## src/hdl/fssp_pkg.sv

```systemverilog
// shared types and constants for the flash script stream parser
// no dependencies; imported by every module of the block
package fssp_pkg;

  localparam int MAX_LINE_CHARS = 400;
  localparam int MAX_DATA       = 128;

  localparam int LP_W = $clog2(MAX_LINE_CHARS + 1);
  localparam int PI_W = $clog2(MAX_DATA + 2);

  localparam int FIFO_DEPTH = 4;
  localparam int FIFO_AW    = $clog2(FIFO_DEPTH);
  localparam int FIFO_CW    = $clog2(FIFO_DEPTH + 1);

  localparam logic [7:0] CH_CR    = 8'h0D;
  localparam logic [7:0] CH_LF    = 8'h0A;
  localparam logic [7:0] CH_SPACE = 8'h20;
  localparam logic [7:0] CH_COLON = 8'h3A;
  localparam logic [7:0] CH_W     = 8'h57;
  localparam logic [7:0] CH_C     = 8'h43;
  localparam logic [7:0] CH_R     = 8'h52;
  localparam logic [7:0] CH_X     = 8'h58;

  typedef enum logic [2:0] {
    KIND_WRITE   = 3'd0,
    KIND_COMPARE = 3'd1,
    KIND_READ    = 3'd2,
    KIND_DELAY   = 3'd3,
    KIND_STOP    = 3'd4
  } kind_t;

  typedef struct packed {
    kind_t       kind;
    logic [7:0]  dev;
    logic [7:0]  reg_a;
    logic [15:0] value;
    logic        last;
    logic        ovf;
  } rec_t;

endpackage

```

## src/hdl/fssp_core.sv

```systemverilog
// per-byte line parser: line state registers and the single-pass next-state logic
// depends on fssp_pkg; emits up to two records per byte to the result queue
module fssp_core (
  input  logic              clk,
  input  logic              rst_n,
  input  logic              go_i,
  input  logic [7:0]        char_i,
  input  logic              fs_i,
  input  logic              fe_i,
  output fssp_pkg::rec_t    rec_a_o,
  output fssp_pkg::rec_t    rec_b_o,
  output logic [1:0]        push_n_o
);
  import fssp_pkg::*;

  logic [LP_W-1:0] line_pos_r, line_pos_nxt;
  logic [LP_W-1:0] kept_r, kept_nxt;
  logic [7:0]      letter_r, letter_nxt;
  logic            colon_r, colon_nxt;
  logic [4:0]      hi_r, hi_nxt;
  logic [PI_W-1:0] pi_r, pi_nxt;
  logic [7:0]      dev_r, dev_nxt;
  logic [7:0]      base_r, base_nxt;
  logic [8:0]      held_r, held_nxt;
  logic [16:0]     dec_r, dec_nxt;
  logic            stopped_r, stopped_nxt;

  logic            crlf, ends, is_wc, hex_en, dec_en;
  logic [LP_W-1:0] lp_inc, k;
  logic [4:0]      hv;
  logic [7:0]      pair_b, rd_dev, rd_reg;
  logic [19:0]     dec_v;
  logic            r0v, r1v;
  rec_t            r0, r1;

  // bit 4 set when the character is a hex digit
  function automatic logic [4:0] hex_of(input logic [7:0] c);
    logic [4:0] h;
    h = 5'h00;
    if (c >= 8'h30 && c <= 8'h39) h = {1'b1, 4'(c - 8'h30)};
    else if (c >= 8'h41 && c <= 8'h46) h = {1'b1, 4'(c - 8'h37)};
    else if (c >= 8'h61 && c <= 8'h66) h = {1'b1, 4'(c - 8'h57)};
    return h;
  endfunction

  function automatic logic [7:0] held_reg(input logic [7:0] base, input logic [PI_W-1:0] pi);
    logic [PI_W-1:0] cnt;
    cnt = (pi > PI_W'(MAX_DATA)) ? PI_W'(MAX_DATA) : pi;
    return base + cnt[7:0] - 8'd1;
  endfunction

  function automatic rec_t mk_rec(input kind_t kind, input logic [7:0] dev,
                                  input logic [7:0] reg_a, input logic [15:0] value,
                                  input logic last, input logic ovf);
    rec_t r;
    r.kind  = kind;
    r.dev   = dev;
    r.reg_a = reg_a;
    r.value = value;
    r.last  = last;
    r.ovf   = ovf;
    return r;
  endfunction

  always_comb begin
    // file start clears everything before the byte is used
    line_pos_nxt = fs_i ? '0 : line_pos_r;
    kept_nxt     = fs_i ? '0 : kept_r;
    letter_nxt   = fs_i ? 8'h00 : letter_r;
    colon_nxt    = fs_i ? 1'b0 : colon_r;
    hi_nxt       = fs_i ? 5'h00 : hi_r;
    pi_nxt       = fs_i ? '0 : pi_r;
    dev_nxt      = fs_i ? 8'h00 : dev_r;
    base_nxt     = fs_i ? 8'h00 : base_r;
    held_nxt     = fs_i ? 9'h000 : held_r;
    dec_nxt      = fs_i ? 17'h00000 : dec_r;
    stopped_nxt  = fs_i ? 1'b0 : stopped_r;

    crlf   = (char_i == CH_CR) || (char_i == CH_LF);
    ends   = 1'b0;
    lp_inc = line_pos_nxt + LP_W'(1);
    k      = kept_nxt;
    is_wc  = 1'b0;
    hex_en = 1'b0;
    dec_en = 1'b0;
    hv     = hex_of(char_i);
    pair_b = 8'h00;
    rd_dev = 8'h00;
    rd_reg = 8'h00;
    dec_v  = 20'h00000;
    r0v    = 1'b0;
    r1v    = 1'b0;
    r0     = '0;
    r1     = '0;

    if (!stopped_nxt && !(line_pos_nxt == '0 && crlf)) begin
      line_pos_nxt = lp_inc;
      ends = crlf || fe_i || (lp_inc >= LP_W'(MAX_LINE_CHARS));

      if (!crlf && char_i != CH_SPACE) begin
        kept_nxt = k + LP_W'(1);
        if (k == LP_W'(0)) begin
          letter_nxt = char_i;
        end else if (k == LP_W'(1)) begin
          colon_nxt = (char_i == CH_COLON);
        end else if (colon_nxt) begin
          is_wc  = (letter_nxt == CH_W) || (letter_nxt == CH_C);
          hex_en = is_wc || (letter_nxt == CH_R && k < LP_W'(6));
          dec_en = (letter_nxt == CH_R && k >= LP_W'(6)) || (letter_nxt == CH_X);
          if (hex_en) begin
            if (!k[0]) begin
              hi_nxt = hv;
            end else begin
              if (hi_nxt[4]) pair_b = hv[4] ? {hi_nxt[3:0], hv[3:0]} : {4'h0, hi_nxt[3:0]};
              if (k < LP_W'(4)) begin
                dev_nxt = pair_b;
              end else if (k < LP_W'(6)) begin
                base_nxt = pair_b;
              end else if (pi_nxt < PI_W'(MAX_DATA)) begin
                // previous byte goes out now that it is known not to be last
                if (held_nxt[8]) begin
                  r0v = 1'b1;
                  r0  = mk_rec(letter_nxt == CH_W ? KIND_WRITE : KIND_COMPARE, dev_nxt,
                               held_reg(base_nxt, pi_nxt), {8'h00, held_nxt[7:0]},
                               1'b0, 1'b0);
                end
                held_nxt = {1'b1, pair_b};
                pi_nxt   = pi_nxt + PI_W'(1);
              end else begin
                pi_nxt = PI_W'(MAX_DATA + 1);
              end
            end
          end
          if (dec_en && !dec_nxt[16]) begin
            if (char_i >= 8'h30 && char_i <= 8'h39) begin
              dec_v = {dec_nxt[15:0], 3'b000} + {3'b000, dec_nxt[15:0], 1'b0}
                      + {12'h000, char_i - 8'h30};
              dec_nxt = (dec_v > 20'h0FFFF) ? 17'h0FFFF : {1'b0, dec_v[15:0]};
            end else begin
              dec_nxt[16] = 1'b1;
            end
          end
        end
      end

      if (ends) begin
        if (colon_nxt) begin
          if (letter_nxt == CH_W || letter_nxt == CH_C) begin
            if (held_nxt[8]) begin
              r1v = 1'b1;
              r1  = mk_rec(letter_nxt == CH_W ? KIND_WRITE : KIND_COMPARE, dev_nxt,
                           held_reg(base_nxt, pi_nxt), {8'h00, held_nxt[7:0]},
                           1'b1, pi_nxt > PI_W'(MAX_DATA));
            end
          end else if (letter_nxt == CH_R) begin
            // a lone digit in the address or register pair stands alone
            rd_dev = (kept_nxt == LP_W'(3)) ? {4'h0, hi_nxt[3:0]} : dev_nxt;
            rd_reg = (kept_nxt == LP_W'(5)) ? {4'h0, hi_nxt[3:0]} : base_nxt;
            r1v = 1'b1;
            r1  = mk_rec(KIND_READ, rd_dev, rd_reg, dec_nxt[15:0], 1'b1, 1'b0);
          end else if (letter_nxt == CH_X) begin
            r1v = 1'b1;
            r1  = mk_rec(KIND_DELAY, 8'h00, 8'h00, dec_nxt[15:0], 1'b1, 1'b0);
          end else begin
            r1v = 1'b1;
            r1  = mk_rec(KIND_STOP, 8'h00, 8'h00, 16'h0000, 1'b1, 1'b0);
            stopped_nxt = 1'b1;
          end
        end
        line_pos_nxt = '0;
        kept_nxt     = '0;
        letter_nxt   = 8'h00;
        colon_nxt    = 1'b0;
        hi_nxt       = 5'h00;
        pi_nxt       = '0;
        dev_nxt      = 8'h00;
        base_nxt     = 8'h00;
        held_nxt     = 9'h000;
        dec_nxt      = 17'h00000;
      end
    end
  end

  always_ff @(posedge clk) begin
    if (!rst_n) begin
      line_pos_r <= '0;
      kept_r     <= '0;
      letter_r   <= 8'h00;
      colon_r    <= 1'b0;
      hi_r       <= 5'h00;
      pi_r       <= '0;
      dev_r      <= 8'h00;
      base_r     <= 8'h00;
      held_r     <= 9'h000;
      dec_r      <= 17'h00000;
      stopped_r  <= 1'b0;
    end else if (go_i) begin
      line_pos_r <= line_pos_nxt;
      kept_r     <= kept_nxt;
      letter_r   <= letter_nxt;
      colon_r    <= colon_nxt;
      hi_r       <= hi_nxt;
      pi_r       <= pi_nxt;
      dev_r      <= dev_nxt;
      base_r     <= base_nxt;
      held_r     <= held_nxt;
      dec_r      <= dec_nxt;
      stopped_r  <= stopped_nxt;
    end
  end

  // compact so the first queued record is always slot a
  assign rec_a_o  = r0v ? r0 : r1;
  assign rec_b_o  = r1;
  assign push_n_o = go_i ? ({1'b0, r0v} + {1'b0, r1v}) : 2'd0;

  a_stopped_silent: assert property (@(posedge clk) disable iff (!rst_n)
    go_i && stopped_r && !fs_i |-> push_n_o == 2'd0)
    else $error("record pushed while stopped");

  a_pair_order: assert property (@(posedge clk) disable iff (!rst_n)
    push_n_o == 2'd2 |-> rec_b_o.last && !rec_a_o.last)
    else $error("two records without last on the second only");

  a_blank_start: assert property (@(posedge clk) disable iff (!rst_n)
    go_i && (fs_i || line_pos_r == '0) && crlf |-> push_n_o == 2'd0)
    else $error("record from cr/lf at line start");

endmodule

```

## src/hdl/fssp_fifo.sv

```systemverilog
// small result queue: up to two records in, one out per cycle while ready_i
// depends on fssp_pkg for the record type and depth
module fssp_fifo (
  input  logic              clk,
  input  logic              rst_n,
  input  fssp_pkg::rec_t    rec_a_i,
  input  fssp_pkg::rec_t    rec_b_i,
  input  logic [1:0]        push_n_i,
  output logic              space_o,
  output fssp_pkg::rec_t    rec_o,
  output logic              valid_o,
  input  logic              ready_i
);
  import fssp_pkg::*;

  rec_t               mem_r [FIFO_DEPTH];
  logic [FIFO_AW-1:0] wr_r, wr_nxt, wr_p1;
  logic [FIFO_AW-1:0] rd_r, rd_nxt;
  logic [FIFO_CW-1:0] cnt_r, cnt_nxt;
  logic               pop;

  assign pop     = valid_o && ready_i;
  assign wr_p1   = wr_r + FIFO_AW'(1);
  assign wr_nxt  = wr_r + FIFO_AW'(push_n_i);
  assign rd_nxt  = pop ? rd_r + FIFO_AW'(1) : rd_r;
  assign cnt_nxt = cnt_r + FIFO_CW'(push_n_i) - FIFO_CW'(pop);
  assign valid_o = (cnt_r != '0);
  assign rec_o   = mem_r[rd_r];
  // room for the worst case of two records from one beat
  assign space_o = (cnt_r <= FIFO_CW'(FIFO_DEPTH - 2));

  always_ff @(posedge clk) begin
    if (!rst_n) begin
      wr_r  <= '0;
      rd_r  <= '0;
      cnt_r <= '0;
    end else begin
      wr_r  <= wr_nxt;
      rd_r  <= rd_nxt;
      cnt_r <= cnt_nxt;
    end
  end

  always_ff @(posedge clk) begin
    if (push_n_i != 2'd0) mem_r[wr_r] <= rec_a_i;
    if (push_n_i == 2'd2) mem_r[wr_p1] <= rec_b_i;
  end

  a_cnt_bound: assert property (@(posedge clk) disable iff (!rst_n)
    cnt_r <= FIFO_CW'(FIFO_DEPTH))
    else $error("queue count beyond depth");

  a_no_overrun: assert property (@(posedge clk) disable iff (!rst_n)
    push_n_i != 2'd0 |-> space_o)
    else $error("push without room");

  a_ptr_gap: assert property (@(posedge clk) disable iff (!rst_n)
    cnt_r != FIFO_CW'(FIFO_DEPTH) |-> FIFO_AW'(wr_r - rd_r) == FIFO_AW'(cnt_r))
    else $error("pointers disagree with count");

endmodule

```

## src/hdl/flash_stream_script_parser_unit.sv

```systemverilog
// flash script stream parser top level: input beat register, line parser, result queue
// path: an accepted beat is held in the input beat register, and its records
// are written into the result queue, which drives the output
// throughput: one input beat per cycle while the result queue has room; a beat that
// closes a data line can give two records, which leave the queue one after the other
// reset: synchronous active-low rst_n clears the line state, stop flag and queue
// depends on fssp_pkg, fssp_core and fssp_fifo
module flash_stream_script_parser_unit (
  input  logic        clk,
  input  logic        rst_n,
  input  logic        in_tvalid,
  output logic        in_tready,
  input  logic [7:0]  in_tdata,   // [7:0] char_in
  input  logic        in_tuser,   // [0] file_start
  input  logic        in_tlast,   // file_end
  output logic        out_tvalid,
  input  logic        out_tready,
  output logic [39:0] out_tdata,  // [7:0] device_addr, [15:8] reg_addr,
                                  // [31:16] value, [32] overflow, rest zero
  output logic [2:0]  out_tuser,  // [2:0] cmd_kind
  output logic        out_tlast   // last_of_cmd
);
  import fssp_pkg::*;

  logic       item_vld_r, item_vld_nxt;
  logic [7:0] item_char_r;
  logic       item_fs_r;
  logic       item_fe_r;
  logic       go, space, in_acc;
  rec_t       rec_a, rec_b, rec_out;
  logic [1:0] push_n;

  assign go        = item_vld_r && space;
  assign in_tready = !item_vld_r || go;
  assign in_acc    = in_tvalid && in_tready;

  always_comb begin
    item_vld_nxt = item_vld_r;
    if (in_acc) item_vld_nxt = 1'b1;
    else if (go) item_vld_nxt = 1'b0;
  end

  always_ff @(posedge clk) begin
    if (!rst_n) begin
      item_vld_r <= 1'b0;
    end else begin
      item_vld_r <= item_vld_nxt;
    end
  end

  always_ff @(posedge clk) begin
    if (in_acc) begin
      item_char_r <= in_tdata;
      item_fs_r   <= in_tuser;
      item_fe_r   <= in_tlast;
    end
  end

  fssp_core u_core (
    .clk      (clk),
    .rst_n    (rst_n),
    .go_i     (go),
    .char_i   (item_char_r),
    .fs_i     (item_fs_r),
    .fe_i     (item_fe_r),
    .rec_a_o  (rec_a),
    .rec_b_o  (rec_b),
    .push_n_o (push_n)
  );

  fssp_fifo u_fifo (
    .clk      (clk),
    .rst_n    (rst_n),
    .rec_a_i  (rec_a),
    .rec_b_i  (rec_b),
    .push_n_i (push_n),
    .space_o  (space),
    .rec_o    (rec_out),
    .valid_o  (out_tvalid),
    .ready_i  (out_tready)
  );

  assign out_tdata = {7'h00, rec_out.ovf, rec_out.value, rec_out.reg_a, rec_out.dev};
  assign out_tuser = rec_out.kind;
  assign out_tlast = rec_out.last;

endmodule

```

## config.mk

```make
export PLATFORM = sky130hd
export DESIGN_NAME = flash_stream_script_parser_unit
export DESIGN_NICKNAME = d
export VERILOG_FILES = /design/src/hdl/fssp_pkg.sv /design/src/hdl/fssp_core.sv /design/src/hdl/fssp_fifo.sv /design/src/hdl/flash_stream_script_parser_unit.sv
export SDC_FILE = /design/constraint.sdc
export NUM_CORES = 1
export LEC_CHECK = 0
export BUFFER_PORTS_ARGS = -buffer_cell sky130_fd_sc_hd__buf_2
export CORE_MARGIN = 3
export CORE_UTILIZATION = 45
export CTS_BUF_LIST = sky130_fd_sc_hd__clkbuf_4
export DETAILED_ROUTE_END_ITERATION = 10
export PLACE_DENSITY_LB_ADDON = 0.1
export SETUP_SLACK_MARGIN = 0.4
export SLEW_MARGIN = 0
export SYNTH_ARGS = -nofsm -noshare
export SYNTH_HDL_FRONTEND = slang
export SYNTH_SLANG_ARGS = --single-unit
```

## constraint.sdc

```tcl
create_clock -name clk -period 17.2 [get_ports clk]
set_input_delay 0 -clock clk [delete_from_list [all_inputs] [get_ports clk]]
set_output_delay 0 -clock clk [all_outputs]
set_load 0.05 [all_outputs]
```

---- Word-level counts from Yosys, hierarchy flattened ----
Memories as Yosys holds them, arrays and structs flattened. A register that Yosys moved wholly into a read port is not among the register bits.
Cells that the tools add are included.
word-level totals
  output and inout bits ................... 46
  flip-flop bits (word level) ............. 101
  input bits .............................. 14
  memory bits (writable) .................. 148
  memories ................................ 1
memory list
  name          depth  bits a word  rd ports  clocked after Yosys merged registers in  wr ports  line             source
  u_fifo.mem_r  4      37           1         1                                        2         fssp_fifo.sv:16  rec_t mem_r [FIFO_DEPTH];
operators by class
  equal/unequal tests ..................... 16
  add/subtract/negate cells ............... 18
  mux-type cells .......................... 151
  reduce and logical (&&, ||, !) cells .... 30
  magnitude comparators ................... 15
operators by type and width
  cell                                                                                count
  37-bit two-way mux                                                                  19
  8-bit two-way mux                                                                   47
  9-bit two-way mux                                                                   21
  17-bit two-way mux                                                                  8
  8-bit by 7-bit equality test with 1-bit output (second input constant)              8
  5-bit two-way mux                                                                   12
  1-bit two-way mux                                                                   39
  16-bit two-way mux                                                                  2
  19-bit by 17-bit adder with 20-bit output                                           1
  20-bit by 8-bit adder with 20-bit output                                            1
  20-bit by 16-bit greater-than comparator with 1-bit output (second input constant)  1
  9-bit by 1-bit adder with 9-bit output (second input constant)                      2
  9-bit logical NOT                                                                   2
  9-bit by 3-bit < comparator with 1-bit output (second input constant)               2
  8-bit adder                                                                         2
  8-bit by 4-bit equality test with 1-bit output (second input constant)              2
  8-bit by 7-bit >= comparator with 1-bit output (second input constant)              2
  8-bit greater-than comparator (second input constant)                               2
  8-bit by 7-bit <= comparator with 1-bit output (second input constant)              2
  8-bit by 1-bit subtractor with 8-bit output (second input constant)                 2
  1-bit logical AND                                                                   12
  9-bit by 1-bit equality test with 1-bit output (second input constant)              1
  9-bit by 2-bit equality test with 1-bit output (second input constant)              1
  9-bit by 3-bit equality test with 1-bit output (second input constant)              1
  other kinds (22)                                                                    38

---- Depth between registers and ports, before layout ----
  word-level depth ........................ 27
  depth in mapped cells ................... 27

---- By module ----
Synthesis repeated with hierarchy kept, for this count alone.
second synthesis, totals
  cell total of the unflattened synthesis .. 1623
  area, all modules ....................... 16696.0 um^2
by module, submodules not included
  module                           cells an instance  instances  area each (um^2)  sequential area each (um^2)
  fssp_core                        1193               1          8622.0            1661.6
  fssp_fifo                        406                1          7652.3            4624.4
  flash_stream_script_parser_unit  24                 1          421.7             320.3

---- Worst setup path after synthesis ----
Ideal clock, no wire load.
  path kind ............................... flip-flop to flip-flop
  start point ............................. register item_fs_r
  end point ............................... memory u_fifo.mem_r[2][0] in the netlist's numbering, enable pin
  buffers on the path ..................... 5
  arrival time ............................ 5.783 ns
  required time ........................... 16.757 ns
  path slack .............................. 10.973 ns
  cell stages (with the launch flop) ...... 20
  path through ............................ edfxtp_1 inv_1 clkbuf_1 buf_2 buf_1 nand2_1 inv_1 ha_1 nand3_1 or3_1 a21oi_1 a311o_1 buf_2 nand2b_4 a21oi_1 ha_1 clkbuf_1 nor3b_1 o21ai_0 a21oi_1
RTL lines
  what                      line                                   source
  start: declaration        flash_stream_script_parser_unit.sv:27  logic item_fs_r;
  start signal: assignment  flash_stream_script_parser_unit.sv:54  item_fs_r <= in_tuser;
  end: declaration          fssp_fifo.sv:16

==> qor.txt <==
Run status -> finished, final reports clean
Via density -> 5.93
Gr ovfl total -> 0
Mapped Avg Cell Area -> 9.47 um2
Die X -> 194 um
All-layer global routing usage -> 25.6%
Die area -> 0.0376 mm2
Register area share after synthesis -> 41.6%
Routed WL -> 48.9 mm
EDFF count, synth -> 158
Type of origin of the critical path -> flip-flop
Die span in y -> 194 um
Met1 Track Usage GR -> 37.3%
Max transition margin -> 23.4%
Most used cell along the critical path -> inv_1
# setup viols final -> 0
Lkg Pwr -> 6.84 nW
HP Class -> input pin to flip-flop
Tcrit/Tclk final -> 40.6%
Power Density -> 84.6 mW/mm2
Clock transition at path regs -> 0.07 ns
Hpwl dp -> 33.8 mm
RSZ-0062 raised after global routing -> no
Max Root-Sink Buffers -> 3
Syn Inst Count -> 1677
Core area -> 0.0346 mm2
Max-Cap Viols -> 0
Layout cells sized above 1 -> 16.0%
Clk_skew -> 0.0545 ns
Synth top area share -> 29.9%
CTS tree -> done
Met2 usage -> 37.7%
H-tree depth -> 3
Synth Warn # -> 0
Synth-to-layout area growth -> 11.1%
Final Util -> 51.0%
Largest stage delay, worst path -> 0.86 ns
# rows -> 68
Fmax -> 143 MHz
Post-CTS setup buffers -> 0
Post-DP Area -> 0.0165 mm2
WL per Instance -> 21.7 um
Syn Std Cell Area -> 0.0159 mm2
Largest fanout on the critical path -> 30
VDD IR max -> 0.0614 mV
Clk sinks -> 251
Initial antenna violation count -> 2
Port buffer count -> 52
Seq cells post-synth -> 251
Hold_sp -> in_tvalid
Number of global-route vias before repair -> 12800
Top cells by count, synth -> 189 x nor2_1, 158 x edfxtp_1, 158 x nand2_1
Starting Density -> 45.9%
Largest cells by area after synthesis -> edfxtp_1 30%, dfxtp_1 12%, ha_1 5.9%
WS Path Type -> flip-flop to flip-flop
Worst skew pair latency -> 0.74 ns
CP Launch Point -> item_fs_r
Critical Path End Type -> flip-flop
CTS root buf -> clkbuf_4
# nets final -> 1845
Busiest grt layer -> met2
Largest net degree at the start of global routing -> 56
First-pass DRT Iterations -> 5
Synth async-reset ratio -> 0%
Met3 Usage GRT -> 6.10%
Critical Path AT -> 7.45 ns
Final Wtd Congestion -> 0.943
Crit path time final -> 6.98 ns
RR Startpoint -> item_fs_r
DR iter-0 viols -> 1376
Design area -> 0.0177 mm2
Leading cell type by number of instances after synthesis -> nor2_1
First-pass GRT wire length -> 75.3 mm
Vias after detailed routing -> 13400
Drt drc -> 0
Required time of the worst setup path -> 17.68 ns
Slew Limit Fails -> 0
Synth cell types -> 93
Critical-path top delay cell -> a41oi_1
Final hold violations -> 0
Post-route setup TNS -> 0 ns
I/O Pins -> 60
Final hold slack -> 0.104 ns
Antenna Nets Post-Route -> 0
Post-synth top area cell -> edfxtp_1
Measured slew at the worst slew-check pin -> 1.15 ns
CTS Buf Count -> 70
Ys flop type -> edfxtp_1
## critical path, delay by kind of cell (launching register included)
kind / cells / cell delay, ns
flops: 1 / 0.35
compound gates: 7 / 2.21
simple gates: 5 / 0.81
buf+inv: 7 / 1.83
xor+xnor: 2 / 0.34
fa+ha+maj: 4 / 1.16
## final cells by class
cell class / count / area (um2)
Clock inverter: 24 / 180
Clock buffer: 98 / 736
Fill cell: 3239 / 17000
Sequential cell: 251 / 6610
Tap cell: 455 / 569
Antenna cell: 1 / 2.50
Inverter: 82 / 308
Multi-Input combinational cell: 1235 / 8520
Timing Repair Buffer: 107 / 731
## metrics by stage
step	cells	setup slack [ns]	power [mW]
floorplan	1683	10.97	0.868
global placement	2107	10.48	0.937
detailed placement	2107	10.32	0.937
CTS	2252	10.29	1.51
global route	2253	9.78	1.56
finish	2253	10.23	1.49
## power breakdown
group / internal [mW] / switching, mW / total (mW)
combinational: 0.0901 / 0.175 / 0.265
sequential: 0.647 / 0.0141 / 0.661
clock: 0.308 / 0.259 / 0.567
## state kept, by name, summed over array words and instances, names as in the netlist, 5 cells and up, named ones only
signal and cells:
u_core.dec_r 17, u_core.dev_r 8, u_core.hi_r 5, item_char_r 8, u_core.pi_r 8, u_core.kept_r 9, u_core.held_r 9, u_core.base_r 8
u_fifo.mem_r 148, u_core.line_pos_r 9, u_core.letter_r 8
## layer usage
| layer | vias to the layer above | wire (um) | part of all wire, % |
|---|---|---|---|
| met5 | - | 7 | 0.014 |
| met4 | 2 | 1140 | 2.3 |
| met3 | 81 | 4070 | 8.3 |
| met2 | 545 | 21100 | 43 |
| met1 | 6389 | 22700 | 46 |
| li1 | 6336 | - | - |
## cell families (layout without fill, tap and decap cells)
kind of cell / Yosys count / in the layout / synth area share (%)
AND/OR/NAND/NOR: 611 / 611 / 18.8
flip-flops: 251 / 251 / 41.6
AO/OA/AOI/OAI: 422 / 422 / 17.5
XOR/XNOR: 36 / 36 / 1.98
adder cells (fa/ha/maj): 84 / 84 / 7.04
other: 1 / 8 / 0.0236
buffers and inverters: 197 / 311 / 5.22
multiplexers: 75 / 75 / 7.81
## cell usage in the layout, fill, tap and decap left out, types with 11 or more instances in the layout
cell           netlist  final
a311oi_1            11     11
nand2_1            158    158
xnor2_1             26     26
and2_1              18     18
clkinv_1             0     17
buf_4                7     32
nor2_1             189    187
edfxtp_1           158    158
dfxtp_1             93     91
mux2i_1             22     22
ha_1                75     75
a31oi_1             26     26
nand3_1             36     36
a21oi_1            123    121
nor3_1              46     46
a22oi_1             51     51
dlygate4sd3_1        0     23
inv_1               81     81
mux2_2              14     14
clkbuf_4             0     98
buf_2               32     52
mux4_2              37     37
nand2b_1            21     21
o21ai_0             77     77
nor2b_1             44     44
nand4_1             13     13
o211ai_1            12     12
and3_1              24     23
a21o_1              11     11
or3_1               11     11
## path summary, 6_finish.rpt
kind                         endpoint  slack, ns  cells after the start
setup reg to reg  u_fifo.mem_r[0][25]      10.23                     25
setup / recovery  u_fifo.mem_r[0][25]      10.23                     25
hold reg to reg       u_core.dev_r[1]       0.46                      2
hold / removal             item_vld_r       0.10                      4
## timing repair
| item | 4_1_cts | 5_1_grt |
|---|---|---|
| hold endpoints to repair | 38 | 0 |
| resized for setup | 0 | 0 |
| hold buffers | 23 | 0 |
(Power assumes the default switching activity.)
